===== config.mk =====
export PLATFORM = sky130hd
export DESIGN_NAME = edge_timestamp_fifo_with_ack_flat
export DESIGN_NICKNAME = d
export VERILOG_FILES = /design/src/design/etf_pkg.sv /design/src/design/etf_if.sv /design/src/design/etf_ram.sv /design/src/design/edge_timestamp_fifo_with_ack.sv /design/src/flat_wrapper.sv
export SDC_FILE = /design/constraint.sdc
export NUM_CORES = 1
export LEC_CHECK = 0
export ABC_AREA = 1
export ABC_CLOCK_PERIOD_IN_PS = 4600
export BUFFER_PORTS_ARGS = -buffer_cell sky130_fd_sc_hd__buf_2
export CORE_ASPECT_RATIO = 1.5
export CORE_MARGIN = 1.5
export CORE_UTILIZATION = 34
export CTS_CLUSTER_SIZE = 25
export DETAILED_ROUTE_END_ITERATION = 6
export SLEW_MARGIN = 20
export SYNTH_ARGS = -nofsm -noshare
export SYNTH_HDL_FRONTEND = slang
export SYNTH_SLANG_ARGS = --single-unit

===== constraint.sdc =====
create_clock -name i_clk -period 4.6 [get_ports i_clk]
set_input_delay 0.92 -clock i_clk [delete_from_list [all_inputs] [get_ports i_clk]]
set_output_delay 0.92 -clock i_clk [all_outputs]
set_load 0.02 [all_outputs]

===== src/design/etf_pkg.sv =====
// Shared types and constants for the edge timestamp FIFO.
// No dependencies; used by the top level.
package etf_pkg;

    localparam int TIME_W   = 32;
    localparam int ACK_W    = 8;
    localparam int LOST_W   = 8;
    localparam int STATUS_W = 8;
    localparam int RETX_W   = 7;
    localparam int PADDR_W  = 3;
    localparam int PDATA_W  = 32;
    localparam int ENTRY_W  = TIME_W + 1;

    localparam logic [STATUS_W-1:0] ST_PENDING = 8'hFF;
    localparam logic [STATUS_W-1:0] ST_ACKED   = 8'hFE;
    localparam logic [LOST_W-1:0]   LOST_MAX   = 8'hFF;
    localparam logic [RETX_W-1:0]   RETX_RESET = 7'd10;

    typedef enum logic [2:0] {
        MODE_TICK  = 3'd0,
        MODE_ACK   = 3'd1,
        MODE_STOP  = 3'd2,
        MODE_SEND  = 3'd3,
        MODE_START = 3'd4
    } t_mode;

    typedef enum logic {
        REG_INVERT = 1'b0,
        REG_RETX   = 1'b1
    } t_reg_idx;

    typedef enum logic {
        S_IDLE = 1'b0,
        S_SEND = 1'b1
    } t_state;

endpackage


===== src/design/etf_if.sv =====
// Valid/ready channel interfaces for the edge timestamp FIFO.
// Standalone; instantiated around the top level.
interface etf_in_if;
    logic        valid;
    logic        ready;
    logic [2:0]  mode;
    logic        pin_level;
    logic [31:0] timestamp;
    logic [7:0]  ack_amount;

    modport source (output valid, mode, pin_level, timestamp, ack_amount, input ready);
    modport sink (input valid, mode, pin_level, timestamp, ack_amount, output ready);
endinterface

interface etf_out_if;
    logic        valid;
    logic        ready;
    logic [7:0]  ack_total;
    logic [7:0]  overflow_seen;
    logic        event_valid;
    logic [31:0] event_time;
    logic        event_level;
    logic        last_of_report;

    modport source (output valid, ack_total, overflow_seen, event_valid, event_time,
                    event_level, last_of_report, input ready);
    modport sink (input valid, ack_total, overflow_seen, event_valid, event_time,
                  event_level, last_of_report, output ready);
endinterface


===== src/design/etf_ram.sv =====
// Generic single-write, single-read RAM with registered read data.
// No dependencies.
module etf_ram #(
    parameter int WIDTH = 33,
    parameter int DEPTH = 16
) (
    input  logic                                  i_clk,
    input  logic                                  i_we,
    input  logic [(DEPTH > 1 ? $clog2(DEPTH) : 1)-1:0] i_waddr,
    input  logic [WIDTH-1:0]                      i_wdata,
    input  logic [(DEPTH > 1 ? $clog2(DEPTH) : 1)-1:0] i_raddr,
    output logic [WIDTH-1:0]                      o_rdata
);
    logic [WIDTH-1:0] r_mem [DEPTH];

    always_ff @(posedge i_clk) begin
        if (i_we) begin
            r_mem[i_waddr] <= i_wdata;
        end
        o_rdata <= r_mem[i_raddr];
    end
endmodule


===== src/design/edge_timestamp_fifo_with_ack.sv =====
// Edge timestamp FIFO: top level. Uses etf_pkg, etf_if and etf_ram.
// Events live in a circular buffer in one RAM; a partial ack advances the head pointer, a full ack empties it.
//
// Every item except a send slot that starts a report leaves the block idle, and the next item is
// accepted in the following cycle. A send slot that reports N stored entries (or one overflow-only
// record) holds the block in the send state: while the sink keeps up, entries stream out of the RAM
// read port one per cycle into the output register, and input ready stays low until the final
// record is loaded. Sink stalls stretch the report. Configuration via the APB port: invert_level
// at 0x0, retransmit_ticks at 0x4; no clearing pass after reset.
module edge_timestamp_fifo_with_ack
    import etf_pkg::*;
#(
    parameter int FIFO_DEPTH = 16
) (
    input  logic               i_clk,
    input  logic               i_rst_n,
    etf_in_if.sink             i_in,
    etf_out_if.source          o_out,
    input  logic               psel,
    input  logic               penable,
    input  logic               pwrite,
    input  logic [PADDR_W-1:0] paddr,
    input  logic [PDATA_W-1:0] pwdata,
    output logic [PDATA_W-1:0] prdata,
    output logic               pready
);
    localparam int PW = (FIFO_DEPTH > 1) ? $clog2(FIFO_DEPTH) : 1;
    localparam int CW = $clog2(FIFO_DEPTH + 1);
    localparam int SW = CW + 1;

    function automatic logic [PW-1:0] wrap_ptr(input logic [SW-1:0] s);
        logic [SW-1:0] d;
        d = (s >= SW'(FIFO_DEPTH)) ? s - SW'(FIFO_DEPTH) : s;
        return d[PW-1:0];
    endfunction

    // configuration
    logic              r_invert;
    logic [RETX_W-1:0] r_retx;

    assign pready = 1'b1;

    always_ff @(posedge i_clk) begin
        if (!i_rst_n) begin
            r_invert <= 1'b0;
            r_retx   <= RETX_RESET;
        end else if (psel && penable && pwrite) begin
            case (t_reg_idx'(paddr[2]))
                REG_INVERT: r_invert <= pwdata[0];
                REG_RETX:   r_retx   <= pwdata[RETX_W-1:0];
                default:    ;
            endcase
        end
    end

    always_comb begin
        case (t_reg_idx'(paddr[2]))
            REG_INVERT: prdata = {{(PDATA_W-1){1'b0}}, r_invert};
            REG_RETX:   prdata = {{(PDATA_W-RETX_W){1'b0}}, r_retx};
            default:    prdata = '0;
        endcase
    end

    // state
    t_state              r_state, n_state;
    logic [PW-1:0]       r_head, n_head;
    logic [CW-1:0]       r_total, n_total;
    logic [ACK_W-1:0]    r_ack_sum, n_ack_sum;
    logic [LOST_W-1:0]   r_lost, n_lost;
    logic [STATUS_W-1:0] r_status, n_status;
    logic                r_prior, n_prior;
    logic [PW-1:0]       r_rd_ptr, n_rd_ptr;
    logic [CW-1:0]       r_left, n_left;
    logic [LOST_W-1:0]   r_ov, n_ov;

    // output register
    logic              r_out_valid, n_out_valid;
    logic [ACK_W-1:0]  r_o_ack, n_o_ack;
    logic [LOST_W-1:0] r_o_ov, n_o_ov;
    logic              r_o_ev, n_o_ev;
    logic [TIME_W-1:0] r_o_time, n_o_time;
    logic              r_o_lvl, n_o_lvl;
    logic              r_o_last, n_o_last;

    logic               in_acc, out_free, lvl, st_mark;
    logic [CW-1:0]      amt;
    logic [STATUS_W-1:0] st_tmp;
    logic               ram_we;
    logic [PW-1:0]      ram_waddr;
    logic [ENTRY_W-1:0] ram_wdata, ram_q;

    assign i_in.ready = (r_state == S_IDLE);
    assign in_acc     = i_in.valid && i_in.ready;
    assign out_free   = !r_out_valid || o_out.ready;
    assign lvl        = i_in.pin_level ^ r_invert;
    assign amt        = i_in.ack_amount[CW-1:0];

    assign ram_waddr = wrap_ptr(SW'(r_head) + SW'(r_total));
    assign ram_wdata = {lvl, i_in.timestamp};

    etf_ram #(
        .WIDTH(ENTRY_W),
        .DEPTH(FIFO_DEPTH)
    ) u_ram (
        .i_clk   (i_clk),
        .i_we    (ram_we),
        .i_waddr (ram_waddr),
        .i_wdata (ram_wdata),
        .i_raddr (n_rd_ptr),
        .o_rdata (ram_q)
    );

    always_comb begin
        n_state     = r_state;
        n_head      = r_head;
        n_total     = r_total;
        n_ack_sum   = r_ack_sum;
        n_lost      = r_lost;
        n_status    = r_status;
        n_prior     = r_prior;
        n_rd_ptr    = r_rd_ptr;
        n_left      = r_left;
        n_ov        = r_ov;
        n_out_valid = r_out_valid && !o_out.ready;
        n_o_ack     = r_o_ack;
        n_o_ov      = r_o_ov;
        n_o_ev      = r_o_ev;
        n_o_time    = r_o_time;
        n_o_lvl     = r_o_lvl;
        n_o_last    = r_o_last;
        ram_we      = 1'b0;
        st_mark     = 1'b0;
        st_tmp      = r_status;

        case (r_state)
            S_IDLE: begin
                if (in_acc) begin
                    case (t_mode'(i_in.mode))
                        MODE_TICK: begin
                            if (lvl != r_prior) begin
                                n_prior = lvl;
                                if (r_total >= CW'(FIFO_DEPTH)) begin
                                    if (r_lost != LOST_MAX) begin
                                        n_lost = r_lost + 1'b1;
                                    end
                                end else begin
                                    ram_we  = 1'b1;
                                    n_total = r_total + 1'b1;
                                    st_mark = 1'b1;
                                end
                            end
                            st_tmp   = st_mark ? ST_PENDING : r_status;
                            n_status = st_tmp[STATUS_W-1] ? st_tmp : st_tmp - 1'b1;
                        end
                        MODE_ACK: begin
                            n_ack_sum = r_ack_sum + i_in.ack_amount;
                            if (i_in.ack_amount >= ACK_W'(r_total)) begin
                                n_total  = '0;
                                n_status = ST_ACKED;
                            end else begin
                                n_head   = wrap_ptr(SW'(r_head) + SW'(amt));
                                n_total  = r_total - amt;
                                n_status = ST_PENDING;
                            end
                        end
                        MODE_STOP: begin
                            if (r_total != '0) begin
                                n_status = ST_PENDING;
                            end
                        end
                        MODE_SEND: begin
                            if (r_status == ST_PENDING && (r_total != '0 || r_lost != '0)) begin
                                n_lost   = '0;
                                n_status = {1'b0, r_retx};
                                n_ov     = r_lost;
                                n_left   = r_total;
                                n_rd_ptr = r_head;
                                n_state  = S_SEND;
                            end
                        end
                        MODE_START: begin
                            n_total   = '0;
                            n_ack_sum = '0;
                            n_lost    = '0;
                            n_status  = ST_ACKED;
                            n_prior   = lvl;
                        end
                        default: ;
                    endcase
                end
            end
            S_SEND: begin
                if (out_free) begin
                    n_out_valid = 1'b1;
                    n_o_ack     = r_ack_sum;
                    n_o_ov      = r_ov;
                    n_o_ev      = (r_left != '0);
                    n_o_time    = (r_left != '0) ? ram_q[TIME_W-1:0] : '0;
                    n_o_lvl     = (r_left != '0) ? ram_q[TIME_W] : 1'b0;
                    n_o_last    = (r_left <= CW'(1));
                    n_rd_ptr    = wrap_ptr(SW'(r_rd_ptr) + SW'(1));
                    n_left      = (r_left != '0) ? r_left - 1'b1 : '0;
                    if (r_left <= CW'(1)) begin
                        n_state = S_IDLE;
                    end
                end
            end
            default: n_state = S_IDLE;
        endcase
    end

    always_ff @(posedge i_clk) begin
        if (!i_rst_n) begin
            r_state     <= S_IDLE;
            r_head      <= '0;
            r_total     <= '0;
            r_ack_sum   <= '0;
            r_lost      <= '0;
            r_status    <= ST_ACKED;
            r_prior     <= 1'b0;
            r_rd_ptr    <= '0;
            r_left      <= '0;
            r_out_valid <= 1'b0;
        end else begin
            r_state     <= n_state;
            r_head      <= n_head;
            r_total     <= n_total;
            r_ack_sum   <= n_ack_sum;
            r_lost      <= n_lost;
            r_status    <= n_status;
            r_prior     <= n_prior;
            r_rd_ptr    <= n_rd_ptr;
            r_left      <= n_left;
            r_out_valid <= n_out_valid;
        end
    end

    always_ff @(posedge i_clk) begin
        r_ov     <= n_ov;
        r_o_ack  <= n_o_ack;
        r_o_ov   <= n_o_ov;
        r_o_ev   <= n_o_ev;
        r_o_time <= n_o_time;
        r_o_lvl  <= n_o_lvl;
        r_o_last <= n_o_last;
    end

    assign o_out.valid          = r_out_valid;
    assign o_out.ack_total      = r_o_ack;
    assign o_out.overflow_seen  = r_o_ov;
    assign o_out.event_valid    = r_o_ev;
    assign o_out.event_time     = r_o_time;
    assign o_out.event_level    = r_o_lvl;
    assign o_out.last_of_report = r_o_last;

    a_total_bound: assert property (@(posedge i_clk) disable iff (!i_rst_n)
        r_total <= CW'(FIFO_DEPTH))
        else $error("stored count exceeds depth");

    a_send_arms: assert property (@(posedge i_clk) disable iff (!i_rst_n)
        (r_state == S_IDLE && n_state == S_SEND) |=>
            (r_status[STATUS_W-1] == 1'b0 && r_lost == '0))
        else $error("report start did not arm countdown or clear lost count");

    a_fifo_frozen: assert property (@(posedge i_clk) disable iff (!i_rst_n)
        (r_state == S_SEND && $past(r_state) == S_SEND) |->
            ($stable(r_head) && $stable(r_total) && $stable(r_ack_sum)))
        else $error("FIFO changed during a report");

    a_last_ends: assert property (@(posedge i_clk) disable iff (!i_rst_n)
        (r_state == S_SEND && out_free && r_left <= CW'(1)) |=>
            (r_state == S_IDLE && r_out_valid && r_o_last))
        else $error("final record did not end the report");

endmodule


===== src/flat_wrapper.sv =====
// flat-port wrapper written by rule: the top's interface ports become plain ports
module edge_timestamp_fifo_with_ack_flat import etf_pkg::*;
#(
    parameter int FIFO_DEPTH = 16
)
  (i_clk, i_rst_n, psel, penable, pwrite, paddr, pwdata, prdata, pready, i_in_valid, i_in_mode, i_in_pin_level, i_in_timestamp, i_in_ack_amount, i_in_ready, o_out_valid, o_out_ack_total, o_out_overflow_seen, o_out_event_valid, o_out_event_time, o_out_event_level, o_out_last_of_report, o_out_ready);
  etf_in_if i_in_i ();
  etf_out_if o_out_i ();
  input  logic i_clk;
  input  logic i_rst_n;
  input  logic psel;
  input  logic penable;
  input  logic pwrite;
  input  logic [PADDR_W-1:0] paddr;
  input  logic [PDATA_W-1:0] pwdata;
  output logic [PDATA_W-1:0] prdata;
  output logic pready;
  input wire logic [$bits(i_in_i.valid)-1:0] i_in_valid;
  input wire logic [$bits(i_in_i.mode)-1:0] i_in_mode;
  input wire logic [$bits(i_in_i.pin_level)-1:0] i_in_pin_level;
  input wire logic [$bits(i_in_i.timestamp)-1:0] i_in_timestamp;
  input wire logic [$bits(i_in_i.ack_amount)-1:0] i_in_ack_amount;
  output wire logic [$bits(i_in_i.ready)-1:0] i_in_ready;
  output wire logic [$bits(o_out_i.valid)-1:0] o_out_valid;
  output wire logic [$bits(o_out_i.ack_total)-1:0] o_out_ack_total;
  output wire logic [$bits(o_out_i.overflow_seen)-1:0] o_out_overflow_seen;
  output wire logic [$bits(o_out_i.event_valid)-1:0] o_out_event_valid;
  output wire logic [$bits(o_out_i.event_time)-1:0] o_out_event_time;
  output wire logic [$bits(o_out_i.event_level)-1:0] o_out_event_level;
  output wire logic [$bits(o_out_i.last_of_report)-1:0] o_out_last_of_report;
  input wire logic [$bits(o_out_i.ready)-1:0] o_out_ready;
  assign i_in_i.valid = i_in_valid;
  assign i_in_i.mode = i_in_mode;
  assign i_in_i.pin_level = i_in_pin_level;
  assign i_in_i.timestamp = i_in_timestamp;
  assign i_in_i.ack_amount = i_in_ack_amount;
  assign i_in_ready = i_in_i.ready;
  assign o_out_valid = o_out_i.valid;
  assign o_out_ack_total = o_out_i.ack_total;
  assign o_out_overflow_seen = o_out_i.overflow_seen;
  assign o_out_event_valid = o_out_i.event_valid;
  assign o_out_event_time = o_out_i.event_time;
  assign o_out_event_level = o_out_i.event_level;
  assign o_out_last_of_report = o_out_i.last_of_report;
  assign o_out_i.ready = o_out_ready;
  edge_timestamp_fifo_with_ack #(.FIFO_DEPTH(FIFO_DEPTH)) u_core (.i_clk(i_clk), .i_rst_n(i_rst_n), .i_in(i_in_i), .o_out(o_out_i), .psel(psel), .penable(penable), .pwrite(pwrite), .paddr(paddr), .pwdata(pwdata), .prdata(prdata), .pready(pready));
endmodule

==> flow_summary.toml, run 1 <==
[sta]
rsz0062_at_grt = "false"
hold_viol_final = 0
timing.final.crit_share_pct = 73.86
maxSlewViolCount = 0
fmax_ghz = 0.2943
finalSetupViolations = 0
fin_crit_ps = 3398
tightest_slew_ps = 1063
whs_ps = 418.3
skew_ps = 27.26
slew_headroom_pct = 29.00
tns_ps = 0

[floorplan]
die_w_um = 243.4
initial_core_util_pct = 34.26
core_sq_um = 86050
rows = 132
dieArea_sq_um = 88530
die_h_um = 363.7
ios = 172

[synth]
synth.largest_area_cell = "edfxtp_1"
synth_edf_count = 587
avgSynthCellArea_sq_um = 10.26
synth_cell_type_count = 43
yosysMostFrequentCell = "nand2_1"
synth_top_area_share_pct = 59.79
netlist_area_sq_um = 29480
synth_seq_cells = 673
synthFlopType = "edfxtp_1"
ys_top_cells_by_area = "edfxtp_1 60%, nand3_1 10%, nand2_1 9.4%, dfxtp_1 5.8%, inv_1 4.8%"
synthCells = 2874
seq_area_frac_synth_pct = 65.63
synth-async-reset-ratio_pct = 0
yosysWarnings = 0
synthTopCellsByCount = "735 x nand2_1, 616 x nand3_1, 587 x edfxtp_1, 377 x inv_1, 86 x dfxtp_1"

[layout]
nNetsFinal = 3067
area_growth_pct = 12.78
final_util_pct = 38.64
post-route-cell-area_sq_um = 33250
nFillCells = 8275
fin_cells = 4138
drive_gt1_share_pct = 10.17

[clocking]
cts_tree = "built"
clk_latency_ps = 660
root_buffer = "clkbuf_16"
clock_sinks = 673
cts_resized = 0
clockBufferDepth = 3
htreeDepth = 2
ctsHoldBuffers = 0
post_cts_buffers = 0
clk_pin_slew_worst_paths_ps = 60
cts_buffers = 60

[worst_setup_path]
rr_startpoint = "u_core.r_invert"
rrSetupSlack_ps = 1200
crit_path_max_fanout = 24
start_kind = "register"
worstPathArrival_ps = 3730
reg2reg_depth = 9
critPathKind = "reg -> reg"
r2r_end = "u_core.u_ram.r_mem[12][26]"
end_kind = "register"
required_ps = 4940

[routing]
dr_total_vias = 20180
ant_nets = 0
drt-total-wl_um = 74320
first_pass_iters = 5
vias_per_cell = 4.876
routedWlPerCell_um = 17.96
drt-initial-drc-count = 1677
drc = 0

[grt]
grt_pass1_wl_um = 113700
antenna_found_initial = 8
grt-ovfl-total = 0
grt_pass1_vias = 19390
grt_max_degree = 159
grt_use_total_pct = 16.67

[worst_hold_path]
worstHoldPathType = "reg -> reg"
hold_start = "u_core.r_ov[4]"
min_path_cells = 0
min_to = "u_core.o_out.overflow_seen[4]"

[status]
outcome = "finished, final reports clean"

[pwr]
p_seq_share_pct = 55.2
clockPowerShare_pct = 42.1
share_comb_of_total_power_pct = 2.7
switchingPower_uw = 2521
power.density_nw_per_um2 = 363.3
switching_share_pct = 20.87
intPower_uw = 9559
leakage_uw = 0.01375
ir_drop_mv = 0.3220

[placed_design]
dpl-instance-area_sq_um = 31250
dp_hpwl_um = 39090
place_inst = 4024
port_buffers = 118
gp_congestion = 0.8451

[flow_run]
cap_violations = 0
==> routing by layer <==
metal	up-vias	wire length [um]	track usage [%]
met5	-	55	0
met4	8	2653	6.698
met3	155	3930	2.525
met2	531	37930	30.08
met1	9817	29750	19.75
li1	9665	-	-
==> worst max-delay path: stages, from the launching register on <==
cell and delay [ps]:
dfxtp_1 470, xor2_2 290, nand2_1 170, nand3_2 190, nor2_1 150, nand2_1 120, nor2_1 150, nand2_1 240
nor2_4 870, buf_4 390
==> state kept, by name (all words and copies together), names as in the netlist <==
signal                       cells
u_core.u_ram.r_mem             528
u_core.u_ram.o_rdata            33
u_core.o_out.event_time         32
u_core.o_out.ack_total           8
u_core.o_out.overflow_seen       8
u_core.r_ack_sum                 8
u_core.r_lost                    8
u_core.r_ov                      8
u_core.r_status                  8
u_core.r_retx                    7
u_core.r_left                    5
u_core.r_total                   5
u_core.r_head                    4
u_core.r_rd_ptr                  4
u_core.o_out.event_level         1
u_core.o_out.event_valid         1
u_core.o_out.last_of_report      1
u_core.o_out.valid               1
u_core.r_invert                  1
u_core.r_prior                   1
u_core.r_state                   1
==> metrics by stage <==
step | total power (uW) | setup WS [ps]
after floorplan | 6989 | 932.7
after global placement | 7116 | 559.1
after detailed placement | 7121 | 518.2
after CTS | 12200 | 1015
after global routing | 12440 | 941.4
final | 12080 | 1202
==> cells by family (layout without fill, tap and decap cells) <==
family          Yosys count  after routing  synth area share (%)
compound gates          120            120                 2.228
xor+xnor                 13             13                0.3862
fa+ha+maj                34             34                 1.545
buf+inv                 561            661                 8.390
flops                   673            673                 65.63
other cells               2             27               0.02547
simple gates           1471           1471                 21.80
==> power groups by stage <==
stage / clock network, uW / logic [uW] / registers (uW)
3_5_place_dp: 0 / 322 / 6800
5_1_grt: 5410 / 364 / 6670
3_3_place_gp: 0 / 317 / 6800
6_report: 5090 / 322 / 6670
2_1_floorplan: 0 / 196 / 6790
4_1_cts: 5210 / 323 / 6670
==> area by class of cell <==
| class | count | area (sq um) | share of cell area, % |
|---|---|---|---|
| diodes | 1 | 2.502 | 0.007526 |
| flip-flops and latches | 673 | 19350 | 58.19 |
| repair buffers | 159 | 1094 | 3.289 |
| clock buffers | 77 | 1615 | 4.858 |
| inverters | 389 | 1460 | 4.391 |
| well taps | 1139 | 1425 | 4.286 |
| clock inverters | 36 | 372.9 | 1.121 |
| multi-input cells | 1664 | 7934 | 23.86 |
==> layout by cell type, fill, tap and decap left out, drive strengths merged, types with 7 or more instances in the layout <==
cell type	netlist	layout
nand2	739	739
nand3	621	621
edfxtp	587	587
inv	387	388
buf	136	159
dfxtp	86	86
nor2	86	86
clkbuf	36	77
a21oi	50	50
o21ai	49	49
ha	30	30
clkinv	2	28
conb	2	26
nor3	10	10
xor2	7	7
==> worst max path at each step <==
stage	start	to	cells past startpoint
finish	u_core.r_invert	u_core.u_ram.r_mem[12][26]	9
global route	u_core.r_invert	u_core.u_ram.r_mem[12][26]	9
CTS	u_core.r_invert	u_core.u_ram.r_mem[12][25]	9
detailed placement	i_in_pin_level	u_core.u_ram.r_mem[12][19]	10
global placement	i_in_pin_level	u_core.u_ram.r_mem[12][18]	10
floorplan	i_in_pin_level	u_core.u_ram.r_mem[11][0]	8
No activity file was read; power rests on OpenSTA's default activity.
==> run 2: changes to the inputs <==
--- a/config.mk
+++ b/config.mk
@@ -6,7 +6,7 @@
 export NUM_CORES = 1
 export LEC_CHECK = 0
 export ABC_AREA = 1
-export ABC_CLOCK_PERIOD_IN_PS = 4600
+export ABC_CLOCK_PERIOD_IN_PS = 2900
 export BUFFER_PORTS_ARGS = -buffer_cell sky130_fd_sc_hd__buf_2
 export CORE_ASPECT_RATIO = 1.5
 export CORE_MARGIN = 1.5
==> constraint.sdc (replaced) <==
create_clock -name i_clk -period 2.9 [get_ports i_clk]
set_input_delay 0.58 -clock i_clk [delete_from_list [all_inputs] [get_ports i_clk]]
set_output_delay 0.58 -clock i_clk [all_outputs]
set_load 0.02 [all_outputs]
==> run 2 against run 1 <==
Compared with the run above: largest cell class unchanged; non-clock buffer count rose by 55; clock skew decreased by 7.0 ps; cell count rose by 1.5%; via count up 0.21%; count of clock-buffer cells in the layout fell by 2.
==> flow_summary.toml, run 2 (synthesis results as in run 1) <==
[routing]
first_pass_iters = 5
dr_total_vias = 20220
vias_per_cell = 4.814
route.met3.wl_um = 3826
drt-initial-drc-count = 1552
drt-total-wl_um = 73990
routedWlPerCell_um = 17.62
wl_met2_um = 38010
ant_nets = 0
wl_met1_um = 29970
drc = 0
dr.max_layer_used = "met5"

[clocking]
cts_tree = "built"
root_buffer = "clkbuf_16"
htreeDepth = 2
clockBufferDepth = 3
cts_buffers = 60
clock_sinks = 673
clk_latency_ps = 650
clk_pin_slew_worst_paths_ps = 70
ctsHoldBuffers = 0

[pwr]
switchingPower_uw = 4043
ir_drop_mv = 0.5611
share_comb_of_total_power_pct = 2.8
p_seq_share_pct = 55.0
intPower_uw = 15170
leakage_uw = 0.01421
power.density_nw_per_um2 = 559.9
switching_share_pct = 21.05
clockPowerShare_pct = 42.2

[layout]
largest_reg_flops = 528
area_growth_pct = 16.36
mostFrequentLayoutCell = "nand2_1"
drive_gt1_share_pct = 11.95
fin_cells = 4200
nNetsFinal = 3122
regMostFlops = "u_core.u_ram.r_mem"
final_cell_mix = "733 x nand2_1, 616 x nand3_1, 587 x edfxtp_1, 377 x inv_1, 118 x buf_2"
final_util_pct = 39.87

[sta]
fmax_ghz = 0.3808
finalSetupViolations = 0
timing.final.crit_share_pct = 90.56
tns_ps = 0
skew_ps = 20.22
slew_headroom_pct = 48.17
fin_crit_ps = 2626
rsz0062_at_grt = "false"
maxSlewViolCount = 0
hold_viol_final = 0
tightest_slew_ps = 777.5
fin_ws_ps = 273.8
whs_ps = 158.4

[placed_design]
gp_congestion = 0.8437
dp_hpwl_um = 42920
place_ws_ps = 112.9
port_buffers = 118
place_inst = 4079

[grt]
antenna_found_initial = 12
grt_pass1_wl_um = 112200
grt_use_total_pct = 16.53
grt_pass1_vias = 19050
grt-ovfl-total = 0
grt_max_degree = 92

[worst_setup_path]
crit_chain = "inv_1 > ha_1 > nand2_1 > nor2_1 > nand2_1 > nand3_4 > nand2_1 > nand3_4 > nand2_8 > buf_12 > nand2_1 > nand3_1 > nand3_1 > nand3_1 > nand2_1"
crit_path_max_fanout = 63
critPathKind = "reg -> reg"
crit_path_max_incr_delay_ps = 440
worstPathArrival_ps = 3150
rrSetupSlack_ps = 270
cpMostUsedCell = "nand2_1"
crit_start = "u_core.r_lost[0]"
start_kind = "register"
rr_startpoint = "u_core.r_lost[0]"
end_kind = "register"
cp_slowest_cell = "dfxtp_1"
reg2reg_depth = 15
required_ps = 3420

[status]
outcome = "finished, final reports clean"

[floorplan]
ios = 172
core_sq_um = 86050
initial_core_util_pct = 34.26
die_w_um = 243.4
die_h_um = 363.7
dieArea_sq_um = 88530
rows = 132

[flow_run]
cap_violations = 0

[worst_hold_path]
worstHoldPathType = "in -> reg"
hold_start = "pwdata[3]"
min_path_cells = 3
-- run 2: cell types whose count changed in the layout (fill, tap and decap cells not counted), sizes merged --
| cell | before | now |
|---|---|---|
| buf | 159 | 214 |
| bufinv | 6 | 4 |
| clkbuf | 77 | 75 |
| clkinv | 28 | 27 |
| clkinvlp | 3 | 5 |
| diode | 1 | 7 |
| inv | 388 | 392 |
-- run 2: worst max-delay path: cells and delay by family, from the launching register on --
| family | cells | cell delay [ps] |
|---|---|---|
| adders and majority gates | 1 | 190 |
| DFF | 1 | 440 |
| buffers and inverters | 2 | 390 |
| and+or+nand+nor | 12 | 1440 |
-- run 2: routing by layer --
layer  GRT usage [%]  vias to the layer above
li1                -                     9808
met1           19.99                     9708
met2           29.77                      555
met3           2.444                      135
met4           5.834                       12
met5               0                        -
-- run 2: worst paths after layout --
check                                  endpoint
hold reg to reg   u_core.o_out.overflow_seen[6]
setup reg to reg        u_core.u_ram.o_rdata[7]
hold / removal                 u_core.r_retx[3]
setup / recovery        u_core.u_ram.o_rdata[7]
-- run 2: power by group through the flow --
stage	clock network [uW]	logic (uW)	registers, uW
6_report	8100	542	10600
5_1_grt	8620	612	10600
4_1_cts	8270	546	10600
3_5_place_dp	0	544	10800
3_3_place_gp	0	531	10800
2_1_floorplan	0	311	10800
-- run 2: stage by stage --
stage | area, sq um | total power (uW)
finish | 34310 | 19210
floorplan | 29570 | 11090
global route | 34300 | 19800
detailed placement | 32260 | 11320
global placement | 32260 | 11310
CTS | 34290 | 19380
-- run 2: area by class of cell --
type	count	area, sq um
clock inverter	39	357.8
clock buffer	75	1669
fill	8093	51740
antenna	7	17.52
sequential	673	19350
multi-input combinational	1664	7926
tap	1139	1425
timing repair buffer	214	2103
inverter	389	1460
-- run 2: repair_timing --
item                       4_1_cts  5_1_grt
setup endpoints to repair        0        1
gates resized for setup          0        1
buffers inserted                 0        0
==> run 3: changes to the inputs <==
--- a/config.mk
+++ b/config.mk
@@ -7,12 +7,13 @@
 export LEC_CHECK = 0
 export ABC_AREA = 1
 export ABC_CLOCK_PERIOD_IN_PS = 2900
-export BUFFER_PORTS_ARGS = -buffer_cell sky130_fd_sc_hd__buf_2
+export BUFFER_PORTS_ARGS = -buffer_cell sky130_fd_sc_hd__clkbuf_2
 export CORE_ASPECT_RATIO = 1.5
 export CORE_MARGIN = 1.5
 export CORE_UTILIZATION = 34
 export CTS_CLUSTER_SIZE = 25
 export DETAILED_ROUTE_END_ITERATION = 6
+export HOLD_SLACK_MARGIN = 0.03
 export SLEW_MARGIN = 20
 export SYNTH_ARGS = -nofsm -noshare
 export SYNTH_HDL_FRONTEND = slang
==> run 3 against run 2 <==
Compared with the run above: worst setup slack gained 57 ps; global-route usage about the same; first-iteration DRC count is 3.7% lower; via count fell by 0.81%; critical endpoint is now u_core.u_ram.o_rdata[9]; sequential power about the same; total power fell by 0.41%; final area decreased by 0.19%.
==> flow_summary.toml, run 3 (synthesis results as in run 1) <==
[status]
outcome = "finished, final reports clean"

[layout]
largest_reg_flops = 528
nFillCells = 8141
drive_gt1_share_pct = 11.94
mostFrequentLayoutCell = "nand2_1"
regMostFlops = "u_core.u_ram.r_mem"
final_cell_mix = "733 x nand2_1, 616 x nand3_1, 587 x edfxtp_1, 377 x inv_1, 118 x clkbuf_2"
area_growth_pct = 16.15
nNetsFinal = 3127
multi_input_area_sq_um = 7926
post-route-cell-area_sq_um = 34240
final-seq-area_sq_um = 19350
antenna_cells = 0

[sta]
fin_crit_ps = 2570
maxSlewViolCount = 0
finalSetupViolations = 0
hold_viol_final = 0
tns_ps = 0
timing.final.crit_share_pct = 88.61
rsz0062_at_grt = "false"
skew_ps = 14.33
fin_ws_ps = 330.4
tightest_slew_ps = 751.3
slew_headroom_pct = 49.91
fmax_ghz = 0.3892

[clocking]
cts_buffers = 59
root_buffer = "clkbuf_16"
clk_pin_slew_worst_paths_ps = 70
clk_latency_ps = 650
post_cts_buffers = 0
clockBufferDepth = 3
clock_sinks = 673
ctsHoldBuffers = 0
cts_tree = "built"
htreeDepth = 2
cts_resized = 0

[routing]
drc = 0
ant_nets = 0
drt-initial-drc-count = 1494
vias_per_cell = 4.778
drt-total-wl_um = 73520
routedWlPerCell_um = 17.52
dr_total_vias = 20060
first_pass_iters = 5

[worst_setup_path]
end_kind = "register"
r2r_end = "u_core.u_ram.o_rdata[9]"
crit_path_max_incr_delay_ps = 370
rrSetupSlack_ps = 330
reg2reg_depth = 15
critPathKind = "reg -> reg"
start_kind = "register"
cpMostUsedCell = "nand2_1"
worstPathArrival_ps = 3090
crit_path_max_fanout = 51
worst-path-buf-inv = 2
crit_chain = "inv_1 > ha_1 > nand3_2 > nor2_1 > nand2_1 > nand3_4 > nand2_1 > nand3_4 > nand2_8 > buf_12 > nand2_1 > nand3_1 > nand3_1 > nand3_1 > nand2_1"
cp_slowest_cell = "dfxtp_1"
required_ps = 3420
critical-path-top-delay-family = "simple AND/OR/NAND/NOR gates"
rr_startpoint = "u_core.r_total[0]"

[placed_design]
dp_hpwl_um = 42560
place_ws_ps = 150.5
dpl-instance-area_sq_um = 32270
gp_congestion = 0.8455
port_buffers = 118

[worst_hold_path]
hold_start = "pwdata[3]"
min_path_cells = 3
worstHoldPathType = "in -> reg"
min_to = "u_core.r_retx[3]"

[floorplan]
ios = 172
die_w_um = 243.4
initial_core_util_pct = 34.26
rows = 132
dieArea_sq_um = 88530
core_sq_um = 86050
die_h_um = 363.7

[pwr]
intPower_uw = 15110
p_seq_share_pct = 55.2
share_comb_of_total_power_pct = 2.8
switchingPower_uw = 4024
switching_share_pct = 21.03
ir_drop_mv = 0.4603
power.density_nw_per_um2 = 558.7
leakage_uw = 0.01423
clockPowerShare_pct = 41.9

[grt]
grt_max_degree = 67
grt_pass1_vias = 19240
gr-usage-met1_pct = 19.83
grt-ovfl-total = 0
gr-usage-met2_pct = 29.65
grt.busiest_layer = "met2"
globalRouteMet3Util_pct = 2.437
grt_pass1_wl_um = 112400
antenna_found_initial = 2
grt_use_total_pct = 16.55

[flow_run]
cap_violations = 0
-- run 3: cell types whose count changed in the layout (fill, tap and decap cells not counted), moves of 2 or more --
cell	change
buf_2	-118
buf_4	+9
clkbuf_8	-4
clkbuf_1	+7
clkbuf_2	+118
clkinvlp_4	-2
buf_12	-3
clkinv_1	-3
diode_2	-7
clkinv_2	+2
-- run 3: routing by layer --
metal  share of wire [%]  up-vias
met1                  40     9562
li1                    -     9799
met3                 5.6      139
met5               0.035        -
met4                 3.6        4
met2                  51      551
-- run 3: layout make-up --
cell class	instances	area share, %
clock buffer	77	4.717
sequential	673	56.50
multi-input combinational	1664	23.15
timing repair buffer	220	6.164
tap	1139	4.162
inverter	389	4.264
clock inverter	35	1.045
-- run 3: worst max-delay path by stage --
| stage | startpoint | to | slack (ps) | depth (start not counted) |
|---|---|---|---|---|
| CTS | u_core.r_lost[1] | u_core.u_ram.o_rdata[24] | 130 | 15 |
| global route | u_core.r_lost[1] | u_core.u_ram.o_rdata[23] | 60 | 15 |
| global placement | i_in_mode[2] | u_core.u_ram.o_rdata[24] | 130 | 13 |
| floorplan | i_in_pin_level | u_core.u_ram.r_mem[11][0] | -430 | 8 |
| finish | u_core.r_total[0] | u_core.u_ram.o_rdata[9] | 330 | 15 |
| detailed placement | i_in_mode[2] | u_core.u_ram.o_rdata[11] | 150 | 14 |
-- run 3: worst register-to-register path, delay by kind of cell (launching register included) --
kind / cells / cell delay [ps]
fa+ha+maj: 1 / 230
flops: 1 / 370
simple gates: 12 / 1480
buf+inv: 2 / 370
-- run 3: power groups by stage --
stage | clock (uW) | combinational [uW] | sequential (uW)
floorplan | 0 | 311 | 10800
global placement | 0 | 538 | 10800
detailed placement | 0 | 547 | 10800
CTS | 8210 | 549 | 10600
global route | 8550 | 615 | 10600
finish | 8020 | 544 | 10600
-- run 3: through the flow --
step | power [uW] | hold slack [ps] | std cells | utilization (%)
floorplan | 11090 | 400.3 | 2898 | -
global placement | 11320 | 401.3 | 4085 | 37.50
detailed placement | 11330 | 404.5 | 4085 | 37.50
CTS | 19330 | 108.7 | 4197 | 39.79
global route | 19720 | 128.7 | 4197 | 39.80
finish | 19130 | 152.8 | 4197 | 39.80
